`config.mk`:
```
export PLATFORM = sky130hd
export DESIGN_NAME = serial_frame_deframer_flat
export DESIGN_NICKNAME = d
export VERILOG_FILES = /design/src/rtl/sfd_pkg.sv /design/src/rtl/sfd_if.sv /design/src/rtl/serial_frame_deframer.sv /design/src/rtl/sfd_parser.sv /design/src/flat_wrapper.sv
export SDC_FILE = /design/constraint.sdc
export NUM_CORES = 1
export LEC_CHECK = 0
export BUFFER_PORTS_ARGS = -buffer_cell sky130_fd_sc_hd__buf_2
export CAP_MARGIN = 20
export CORE_UTILIZATION = 41
export CTS_CLUSTER_SIZE = 30
export DETAILED_ROUTE_END_ITERATION = 10
export SYNTH_ARGS = -nofsm -noshare
export SYNTH_HDL_FRONTEND = slang
export SYNTH_SLANG_ARGS = --single-unit
```
`constraint.sdc`:
```
create_clock -name i_clk -period 2.4 [get_ports i_clk]
set_input_delay 0.24 -clock i_clk [delete_from_list [all_inputs] [get_ports i_clk]]
set_output_delay 0.24 -clock i_clk [all_outputs]
set_load 0.02 [all_outputs]
```
`src/rtl/sfd_pkg.sv`:
```
// Shared types and constants for the serial frame deframer.
`timescale 1ns / 1ps

package sfd_pkg;

    typedef logic [2:0] t_role;

    localparam t_role ROLE_LEN     = 3'd0;
    localparam t_role ROLE_CMD0    = 3'd1;
    localparam t_role ROLE_CMD1    = 3'd2;
    localparam t_role ROLE_PAYLOAD = 3'd3;
    localparam t_role ROLE_CHECK   = 3'd4;

    localparam logic [7:0] START_BYTE_RST = 8'hFE;

    typedef struct packed {
        logic [7:0] byte_value;
        t_role      byte_role;
        logic [7:0] payload_index;
        logic       frame_end;
        logic       frame_good;
    } t_result;

endpackage

```
`src/rtl/sfd_if.sv`:
```
// Channel interfaces for received bytes, tagged result items and configuration writes.
`timescale 1ns / 1ps

interface sfd_in_if;
    import sfd_pkg::*;

    logic       valid;
    logic       ready;
    logic [7:0] rx_byte;

    modport source (output valid, output rx_byte, input ready);
    modport sink   (input valid, input rx_byte, output ready);
endinterface

interface sfd_out_if;
    import sfd_pkg::*;

    logic       valid;
    logic       ready;
    logic [7:0] byte_value;
    t_role      byte_role;
    logic [7:0] payload_index;
    logic       frame_end;
    logic       frame_good;

    modport source (output valid, output byte_value, output byte_role, output payload_index,
                    output frame_end, output frame_good, input ready);
    modport sink   (input valid, input byte_value, input byte_role, input payload_index,
                    input frame_end, input frame_good, output ready);
endinterface

interface sfd_cfg_if;
    logic       valid;
    logic       ready;
    logic [7:0] data;

    modport source (output valid, output data, input ready);
    modport sink   (input valid, input data, output ready);
endinterface

```
`src/rtl/serial_frame_deframer.sv`:
```
// Top level of the serial frame deframer: input register, parser and result register.
`timescale 1ns / 1ps

// Usage:
// Received bytes enter on i_in (valid/ready, field rx_byte). While hunting, a byte equal
// to the start byte register opens a frame and gives no item; any other byte is dropped.
// Inside a frame every byte leaves on o_out as one item tagged with its role (length,
// first command, second command, payload, check byte) and, for payload bytes, its index.
// The check byte item carries frame_end and frame_good, the latter set when the byte
// equals the XOR of length, command and payload bytes.
// The start byte register is written through i_cfg; it resets to 0xFE and should only be
// written while no item is in flight.
// An accepted item passes from the input register through the parser into the result
// register, which presents it on o_out.
// Throughput: one byte per cycle while the receiver takes items, set by the combinational
// parser between the input register and the result register.
// When the receiver stalls, the result register holds its item and the input register
// still takes one more byte; further bytes wait until the result register frees up.
// Bytes that produce no item never wait on the output side.
// Reset clears both register valid flags, returns the parser to hunting and restores
// the start byte to 0xFE.

module serial_frame_deframer (
    input  logic        i_clk,
    input  logic        i_rst_n,
    sfd_in_if.sink      i_in,
    sfd_out_if.source   o_out,
    sfd_cfg_if.sink     i_cfg
);
    import sfd_pkg::*;

    logic       r_in_valid;
    logic [7:0] r_in_byte;
    logic       r_out_valid;
    t_result    r_out;
    logic [7:0] r_start_byte;

    logic       has_result;
    t_result    result;
    logic       out_free;
    logic       s1_fire;

    // The result register can take a new item when empty or being emptied this cycle.
    assign out_free   = !r_out_valid || o_out.ready;
    // A byte with no item leaves the input register regardless of the output side.
    assign s1_fire    = r_in_valid && (!has_result || out_free);
    assign i_in.ready = !r_in_valid || s1_fire;
    assign i_cfg.ready = 1'b1;

    sfd_parser u_parser (
        .i_clk        (i_clk),
        .i_rst_n      (i_rst_n),
        .i_fire       (s1_fire),
        .i_byte       (r_in_byte),
        .i_start_byte (r_start_byte),
        .o_has_result (has_result),
        .o_result     (result)
    );

    always_ff @(posedge i_clk) begin
        if (!i_rst_n) begin
            r_start_byte <= START_BYTE_RST;
        end else if (i_cfg.valid) begin
            r_start_byte <= i_cfg.data;
        end
    end

    always_ff @(posedge i_clk) begin
        if (!i_rst_n) begin
            r_in_valid <= 1'b0;
        end else if (i_in.valid && i_in.ready) begin
            r_in_valid <= 1'b1;
        end else if (s1_fire) begin
            r_in_valid <= 1'b0;
        end
    end

    always_ff @(posedge i_clk) begin
        if (i_in.valid && i_in.ready) begin
            r_in_byte <= i_in.rx_byte;
        end
    end

    always_ff @(posedge i_clk) begin
        if (!i_rst_n) begin
            r_out_valid <= 1'b0;
        end else if (s1_fire && has_result) begin
            r_out_valid <= 1'b1;
        end else if (o_out.ready) begin
            r_out_valid <= 1'b0;
        end
    end

    always_ff @(posedge i_clk) begin
        if (s1_fire && has_result) begin
            r_out <= result;
        end
    end

    assign o_out.valid         = r_out_valid;
    assign o_out.byte_value    = r_out.byte_value;
    assign o_out.byte_role     = r_out.byte_role;
    assign o_out.payload_index = r_out.payload_index;
    assign o_out.frame_end     = r_out.frame_end;
    assign o_out.frame_good    = r_out.frame_good;

`ifndef ASSERT_OFF
    // The result register never loads while it holds an item the receiver has not taken.
    a_no_overwrite: assert property (@(posedge i_clk) disable iff (!i_rst_n)
        (r_out_valid && !o_out.ready) |-> !(s1_fire && has_result))
        else $error("result register overwritten while stalled");

    // Frame end comes only with the check byte role.
    a_end_role: assert property (@(posedge i_clk) disable iff (!i_rst_n)
        (r_out_valid && r_out.frame_end) |-> (r_out.byte_role == ROLE_CHECK))
        else $error("frame end on a byte that is not the check byte");

    // A good flag is only meaningful on a frame end.
    a_good_end: assert property (@(posedge i_clk) disable iff (!i_rst_n)
        (r_out_valid && r_out.frame_good) |-> r_out.frame_end)
        else $error("frame good without frame end");

    // Payload index is zero for every role other than payload.
    a_index_zero: assert property (@(posedge i_clk) disable iff (!i_rst_n)
        (r_out_valid && (r_out.byte_role != ROLE_PAYLOAD)) |-> (r_out.payload_index == 8'd0))
        else $error("payload index set on a non-payload byte");
`endif

endmodule

```
`src/rtl/sfd_parser.sv`:
```
// Frame parsing state machine: tags each byte of a frame and tracks the XOR check.
`timescale 1ns / 1ps

module sfd_parser (
    input  logic             i_clk,
    input  logic             i_rst_n,
    input  logic             i_fire,
    input  logic [7:0]       i_byte,
    input  logic [7:0]       i_start_byte,
    output logic             o_has_result,
    output sfd_pkg::t_result o_result
);
    import sfd_pkg::*;

    localparam logic [2:0] PH_HUNT    = 3'd0;
    localparam logic [2:0] PH_LEN     = 3'd1;
    localparam logic [2:0] PH_CMD0    = 3'd2;
    localparam logic [2:0] PH_CMD1    = 3'd3;
    localparam logic [2:0] PH_PAYLOAD = 3'd4;
    localparam logic [2:0] PH_CHECK   = 3'd5;

    logic [2:0] r_phase, n_phase;
    logic [7:0] r_len, n_len;
    logic [7:0] r_count, n_count;
    logic [7:0] r_check, n_check;
    logic [7:0] count_inc;

    assign count_inc = r_count + 8'd1;

    always_comb begin
        n_phase      = r_phase;
        n_len        = r_len;
        n_count      = r_count;
        n_check      = r_check;
        o_has_result = 1'b1;
        o_result     = '{byte_value: i_byte, byte_role: ROLE_LEN, payload_index: 8'd0,
                         frame_end: 1'b0, frame_good: 1'b0};
        unique case (r_phase)
            PH_LEN: begin
                n_len   = i_byte;
                n_check = i_byte;
                n_count = 8'd0;
                n_phase = PH_CMD0;
            end
            PH_CMD0: begin
                n_check            = r_check ^ i_byte;
                n_phase            = PH_CMD1;
                o_result.byte_role = ROLE_CMD0;
            end
            PH_CMD1: begin
                n_check            = r_check ^ i_byte;
                n_phase            = (r_len != 8'd0) ? PH_PAYLOAD : PH_CHECK;
                o_result.byte_role = ROLE_CMD1;
            end
            PH_PAYLOAD: begin
                n_check                = r_check ^ i_byte;
                o_result.byte_role     = ROLE_PAYLOAD;
                o_result.payload_index = r_count;
                if (count_inc == r_len) begin
                    n_count = 8'd0;
                    n_phase = PH_CHECK;
                end else begin
                    n_count = count_inc;
                end
            end
            PH_CHECK: begin
                n_phase             = PH_HUNT;
                n_len               = 8'd0;
                n_count             = 8'd0;
                n_check             = 8'd0;
                o_result.byte_role  = ROLE_CHECK;
                o_result.frame_end  = 1'b1;
                o_result.frame_good = (i_byte == r_check);
            end
            default: begin
                // Hunting, and any unused code, drops the byte unless it opens a frame.
                o_has_result = 1'b0;
                n_phase      = PH_HUNT;
                if (i_byte == i_start_byte) begin
                    n_phase = PH_LEN;
                    n_count = 8'd0;
                    n_check = 8'd0;
                end
            end
        endcase
    end

    always_ff @(posedge i_clk) begin
        if (!i_rst_n) begin
            r_phase <= PH_HUNT;
            r_len   <= 8'd0;
            r_count <= 8'd0;
            r_check <= 8'd0;
        end else if (i_fire) begin
            r_phase <= n_phase;
            r_len   <= n_len;
            r_count <= n_count;
            r_check <= n_check;
        end
    end

endmodule
```
`src/flat_wrapper.sv`:
```
// flat-port wrapper written by rule: the top's interface ports become plain ports
module serial_frame_deframer_flat import sfd_pkg::*;
  (i_clk, i_rst_n, i_in_valid, i_in_rx_byte, i_in_ready, o_out_valid, o_out_byte_value, o_out_byte_role, o_out_payload_index, o_out_frame_end, o_out_frame_good, o_out_ready, i_cfg_valid, i_cfg_data, i_cfg_ready);
  sfd_in_if i_in_i ();
  sfd_out_if o_out_i ();
  sfd_cfg_if i_cfg_i ();
  input  logic i_clk;
  input  logic i_rst_n;
  input wire logic [$bits(i_in_i.valid)-1:0] i_in_valid;
  input wire logic [$bits(i_in_i.rx_byte)-1:0] i_in_rx_byte;
  output wire logic [$bits(i_in_i.ready)-1:0] i_in_ready;
  output wire logic [$bits(o_out_i.valid)-1:0] o_out_valid;
  output wire logic [$bits(o_out_i.byte_value)-1:0] o_out_byte_value;
  output wire logic [$bits(o_out_i.byte_role)-1:0] o_out_byte_role;
  output wire logic [$bits(o_out_i.payload_index)-1:0] o_out_payload_index;
  output wire logic [$bits(o_out_i.frame_end)-1:0] o_out_frame_end;
  output wire logic [$bits(o_out_i.frame_good)-1:0] o_out_frame_good;
  input wire logic [$bits(o_out_i.ready)-1:0] o_out_ready;
  input wire logic [$bits(i_cfg_i.valid)-1:0] i_cfg_valid;
  input wire logic [$bits(i_cfg_i.data)-1:0] i_cfg_data;
  output wire logic [$bits(i_cfg_i.ready)-1:0] i_cfg_ready;
  assign i_in_i.valid = i_in_valid;
  assign i_in_i.rx_byte = i_in_rx_byte;
  assign i_in_ready = i_in_i.ready;
  assign o_out_valid = o_out_i.valid;
  assign o_out_byte_value = o_out_i.byte_value;
  assign o_out_byte_role = o_out_i.byte_role;
  assign o_out_payload_index = o_out_i.payload_index;
  assign o_out_frame_end = o_out_i.frame_end;
  assign o_out_frame_good = o_out_i.frame_good;
  assign o_out_i.ready = o_out_ready;
  assign i_cfg_i.valid = i_cfg_valid;
  assign i_cfg_i.data = i_cfg_data;
  assign i_cfg_ready = i_cfg_i.ready;
  serial_frame_deframer u_core (.i_clk(i_clk), .i_rst_n(i_rst_n), .i_in(i_in_i), .o_out(o_out_i), .i_cfg(i_cfg_i));
endmodule
```
Word-level counts from Yosys, hierarchy flattened
Index checks and enable logic that the tools add are counted.

storage, ports and cells
  output and inout bits = 24
  register bits = 66
  input bits = 21

operators by class
  bitwise gates (word level) = 2
  muxes and demuxes = 16
  add/sub/neg operators = 1
  equality and inequality tests = 9
  reduce and logical (&&, ||, !) cells = 23

operators with widths
  cell                 number
  $pmux 8 s3           2
  $eq 8x8->1           3
  $mux 8               2
  $pmux 8 s2           1
  $pmux 3 s5           1
  $pmux 3 s4           1
  $add 8x1->8 const B  1
  $reduce_bool 8->1    1
  $xor 8x8->8          1
  $mux 1               7
  $eq 3x2->1 const B   2
  $eq 3x3->1 const B   2
  $reduce_and 2->1     3
  $reduce_bool 2->1    3
  $reduce_or 5->1      1
  $reduce_bool 4->1    1
  $reduce_or 2->1      2
  $eq 3x1->1 const B   1
  $logic_and 1x1->1    3
  $logic_not 1->1      3
  $logic_or 1x1->1     3
  $mux 3               1
  $reduce_and 3->1     1
  $reduce_bool 3->1    1
  4 further kinds      4

Logic depth before layout (Yosys ltp)
  depth in word-level cells = 9
  depth in mapped cells = 9
  mapped depth without buffers = 7

Cells and area by module
A second synthesis with hierarchy kept.

second synthesis, totals
  cell total of the unflattened synthesis = 320
  area total of the unflattened synthesis = 3176.8 um^2

modules (own cells, without submodules)
  module                 times used  area each (um^2)  cells each
  sfd_parser             1           1898.1            251
  serial_frame_deframer  1           1278.7            69

Worst setup path before layout
Ideal clock, no wire load.

  path type = reg2reg
  start point = register u_core.u_parser.r_phase[1]
  end point = register u_core.r_out, in the netlist u_core.o_out.byte_role[0] (enable)
  buffers on the path = 1
  arrival = 1.874 ns
  cell stages (with the launch flop) = 5
  data required time = 2.001 ns
  setup slack = 0.127 ns
  clock period less this slack = 2.273 ns
  path through = dfxtp_1 buf_2 and2_1 or2_2 nor2_1

between the ends
  word-level cells in the longest chain between the ends = 7

RTL lines
  what                                RTL line                     RTL
  start: declaration                  sfd_parser.sv:22             logic [2:0] r_phase, n_phase;
  start signal: assignment            sfd_parser.sv:95             r_phase <= n_phase;
  $eq 3x3->1 (tied with other cells)  sfd_parser.sv:38             unique case (r_phase)
  $reduce_or 5->1 (no line) *         --
  $mux 1 *                            sfd_parser.sv:38
  $logic_not 1->1                     serial_frame_deframer.sv:46  assign s1_fire = r_in_valid && (!has_result || out_free);
  $logic_or 1x1->1                    serial_frame_deframer.sv:46
  $logic_and 1x1->1                   serial_frame_deframer.sv:46
  $logic_and 1x1->1 *                 serial_frame_deframer.sv:95  if (s1_fire && has_result) begin
  end signal: assignment              serial_frame_deframer.sv:96  r_out <= result;
  end: declaration                    serial_frame_deframer.sv:35  t_result r_out;

Every way passes the cells marked *; elsewhere a longest branch is shown, timed or not.
A chain may end at the register's enable or synchronous reset.

Final worst setup path
  start point = register u_core.u_parser.r_count[0]
  end point = register u_core.u_parser.r_count[7]

between the ends
  word-level cells in the longest chain between the ends = 4

RTL lines
  what                      RTL line          RTL
  start: declaration        sfd_parser.sv:24  logic [7:0] r_count, n_count;
  start signal: assignment  sfd_parser.sv:97  r_count <= n_count;
  $add 8x1->8 *             sfd_parser.sv:28  assign count_inc = r_count + 8'd1;
  $eq 8x8->1                sfd_parser.sv:59  if (count_inc == r_len) begin
  $mux 8 *                  sfd_parser.sv:59
  $pmux 8 s3 *              sfd_parser.sv:38

Marks and branches as above.

==> out/qor.csv <==
metric,value,unit
outcome,"complete, no violations",
Pwr per Cell Area,669.8,nW/um^2
CP endpoint,u_core.u_parser.r_count[7]$_SDFFE_PN0P_,
Yosys reg bits,66,
max-capacitance violation count,0,
largest family of logic cells by synthesized area,simple AND/OR/NAND/NOR gates,
P_leak,1.502,nW
RR Startpoint,u_core.u_parser.r_count[0]$_SDFFE_PN0P_,
"worst slack, placed",191.0,ps
DP HPWL,4918,um
Compound-Gate Fraction of Synth Area,0.1489,
placer congestion estimate,0.9069,
antenna violations before repair,0,
post-route core utilization,0.5209,
Chip Width,90.37,um
Synth Cell Area,3202,sq um
clock root buffer,clkbuf_8,
TNS Setup,0,ps
Port Buffers,43,
normalized max-slew margin,0.5814,
post-synthesis adder-cell area fraction,0.003908,
# setup viols final,0,
Synth async-reset ratio,0,
CP arrival,2460,ps
most frequent cells in the layout,"buf_2 (43), dfxtp_1 (37), edfxtp_1 (29)",
Mapped Nets,332,
cell taking the most area after synthesis,edfxtp_1,
Cells after DPL,453,
nets,387,
largest net degree at the start of global routing,38,
htree depth,3,
die area,8167,sq um
"Design Area, Final",3859,sq um
final worst setup slack,171.4,ps
total CTS buffers,9,
clock sink count,66,
drc violations,0,
Fin. Hold Viols,0,
Synth area leaders,"edfxtp_1 (27%), dfxtp_1 (23%), xor2_1 (4.4%), mux2i_1 (2.8%), nand3_1 (2.8%)",
cell count along the critical path,8,
fin crit share,0.9286,
startpoint types,flop,
Ys Warns,0,
"Seq/Total Area, Yosys",0.5033,
grt total ovfl,0,
FMAX,0.4487,GHz
"commonest non-fill, non-tap cell in the layout",buf_2,
hold buffers post-CTS,0,
Setup CP Type,reg2reg,
WL met2,3375,um
Non-Filler Instances,469,
"Reg clk slew, reported paths",80,ps
CTS tree,built,
placed instance area,3598,sq um
Crit Path Max Fanout,8,
DR top layer,met4,
routed wire length per instance,14.92,um
CP Buf/Inv Count,1,
RSZ-0062 raised after global routing,no,
Area Overhead vs Synth,20.52,%
Rows,31,
"Largest delay share family, worst path",simple AND/OR/NAND/NOR gates,
routed wl met3,316,um
Setup Skew,11.85,ps
minimum clock period,2229,ps
"slowest stage delay, CP",410,ps
R2R depth,8,
Final ANT Viol Nets,0,
Worst Path Required,2630,ps
Worst Tran Pin Value,627.9,ps
fraction of synthesized cell area in xor and xnor cells,0.07347,
Vias/cell,5.220,
FF-to-FF setup slack,170,ps
Top-Level Pins,45,
mux contribution to synthesized area,0.02814,
Synth Instances,310,
crit path capture type,flop,
Max Slew Vio Count,0,
first-pass GRT wire length,11410,um
CP max-delay cell,nor4_4,
final wirelength,6998,um
postcts setup bufs,0,
CTS resizes,0,
Core Area,7408,sq um
peak supply drop,0.3803,mV
via count,2448,
top-area cell type share of the netlist area,0.2720,
met1 WL,3205,um
number of diodes,0,
Iteration-0 DRC Markers,173,
DRT Pass-1 Iters,4,
Synth Area in Simple Gates,0.2067,
CTS Buffer Depth,2,
dominant synthesized flop cell,dfxtp_1,
layout cells sized above 1,0.2595,
syn_area_per_cell,10.33,sq um
die height,90.37,um
r2r endpoint,u_core.u_parser.r_count[7]$_SDFFE_PN0P_,
"EDFF count, synth",29,
All-Layer GR Usage,0.1796,
crit path launch,u_core.u_parser.r_count[0]$_SDFFE_PN0P_,
vias in the first global route,2363,
starting density of the core,0.4322,
worst skew pair latency,340,ps
min-delay worst type,in2reg,
CP cell instances,ha_1 > xor2_1 > o211ai_1 > nand4bb_1 > nor4_4 > buf_4 > o2bb2ai_1 > o21a_1,
Yosys cell types,50,
[per-stage QoR]
stage / hold slack [ps] / total power (W)
floorplan: 338.9 / 0.001373
global placement: 416.0 / 0.001440
detailed placement: 418.1 / 0.001446
CTS: 53.78 / 0.002601
global route: 42.99 / 0.002687
finish: 68.06 / 0.002585
[area by class of cell]
cell class                      count  area, sq um
Inverter                            2        7.507
Timing Repair Buffer               64        372.9
Fill cell                         683         3550
Tap cell                           99        123.9
Clock inverter                      7        125.1
Multi-Input combinational cell    222         1494
Sequential cell                    66         1612
Clock buffer                        9        123.9
[where the power goes]
part	switching (W)	internal, W	leakage [nW]
Combinational	0.000122	0.0000821	0.801
Sequential	0.0000197	0.00120	0.577
Clock	0.000462	0.000699	0.124
Total	0.000604	0.00198	1.50
[synthesized netlist by cell type, drive strengths merged (2+ instances only)]
master    n
or2       2
a21boi   14
o21ai    18
a22oi     8
nand2    19
and2      5
nor4      7
xnor2    10
nor2b    13
nor3      2
o211ai    4
buf      11
xor2     16
inv       2
o2bb2ai   7
nand2b    5
and3      9
mux2i     9
o21a      6
nor4b     4
or3       4
nor2     23
a21oi     5
nand3    19
clkbuf    9
dfxtp    37
edfxtp   29
nand4     3
[worst register-to-register path, stage by stage, from the launching register on]
cell	delay, ps
dfxtp_1	350
ha_1	310
xor2_1	210
o211ai_1	110
nand4bb_1	250
nor4_4	410
buf_4	230
o2bb2ai_1	70
o21a_1	180
[layer usage]
metal / GRT usage / vias to the layer above
met5: 0 / -
met4: 0.08333 / 0
met3: 0.03788 / 9
met2: 0.2863 / 61
met1: 0.2331 / 1149
li1: - / 1229
[flip-flops by register name, summed over array words and instances, names as in the netlist]
signal and flops:
u_core.o_out.byte_value 8, u_core.o_out.payload_index 8, u_core.r_in_byte 8, u_core.r_start_byte 8, u_core.u_parser.r_check 8, u_core.u_parser.r_count 8
u_core.u_parser.r_len 8, u_core.o_out.byte_role 3, u_core.u_parser.r_phase 3, u_core.o_out.frame_end 1, u_core.o_out.frame_good 1, u_core.o_out.valid 1
u_core.r_in_valid 1
[worst min-delay path by stage]
stage,slack (ps),to,cells after the start,start
2_1_floorplan,340,u_core.r_in_byte[0]$_DFFE_PP_,0,i_in_rx_byte[0]
3_3_place_gp,420,u_core.r_in_byte[7]$_DFFE_PP_,1,i_in_rx_byte[7]
3_5_place_dp,420,u_core.r_in_byte[7]$_DFFE_PP_,1,i_in_rx_byte[7]
4_1_cts,50,u_core.r_in_byte[7]$_DFFE_PP_,1,i_in_rx_byte[7]
5_1_grt,40,u_core.r_in_byte[3]$_DFFE_PP_,1,i_in_rx_byte[3]
6_report,70,u_core.r_in_byte[7]$_DFFE_PP_,1,i_in_rx_byte[7]
[cells by family after synthesis]
group | after synthesis
flip-flops | 66
buffers and inverters | 22
XOR/XNOR | 26
AND/OR/NAND/NOR | 117
other | 1
adder cells (fa/ha/maj) | 1
multiplexers | 9
AO/OA/AOI/OAI | 68
Power figures use the tool's default switching activity.
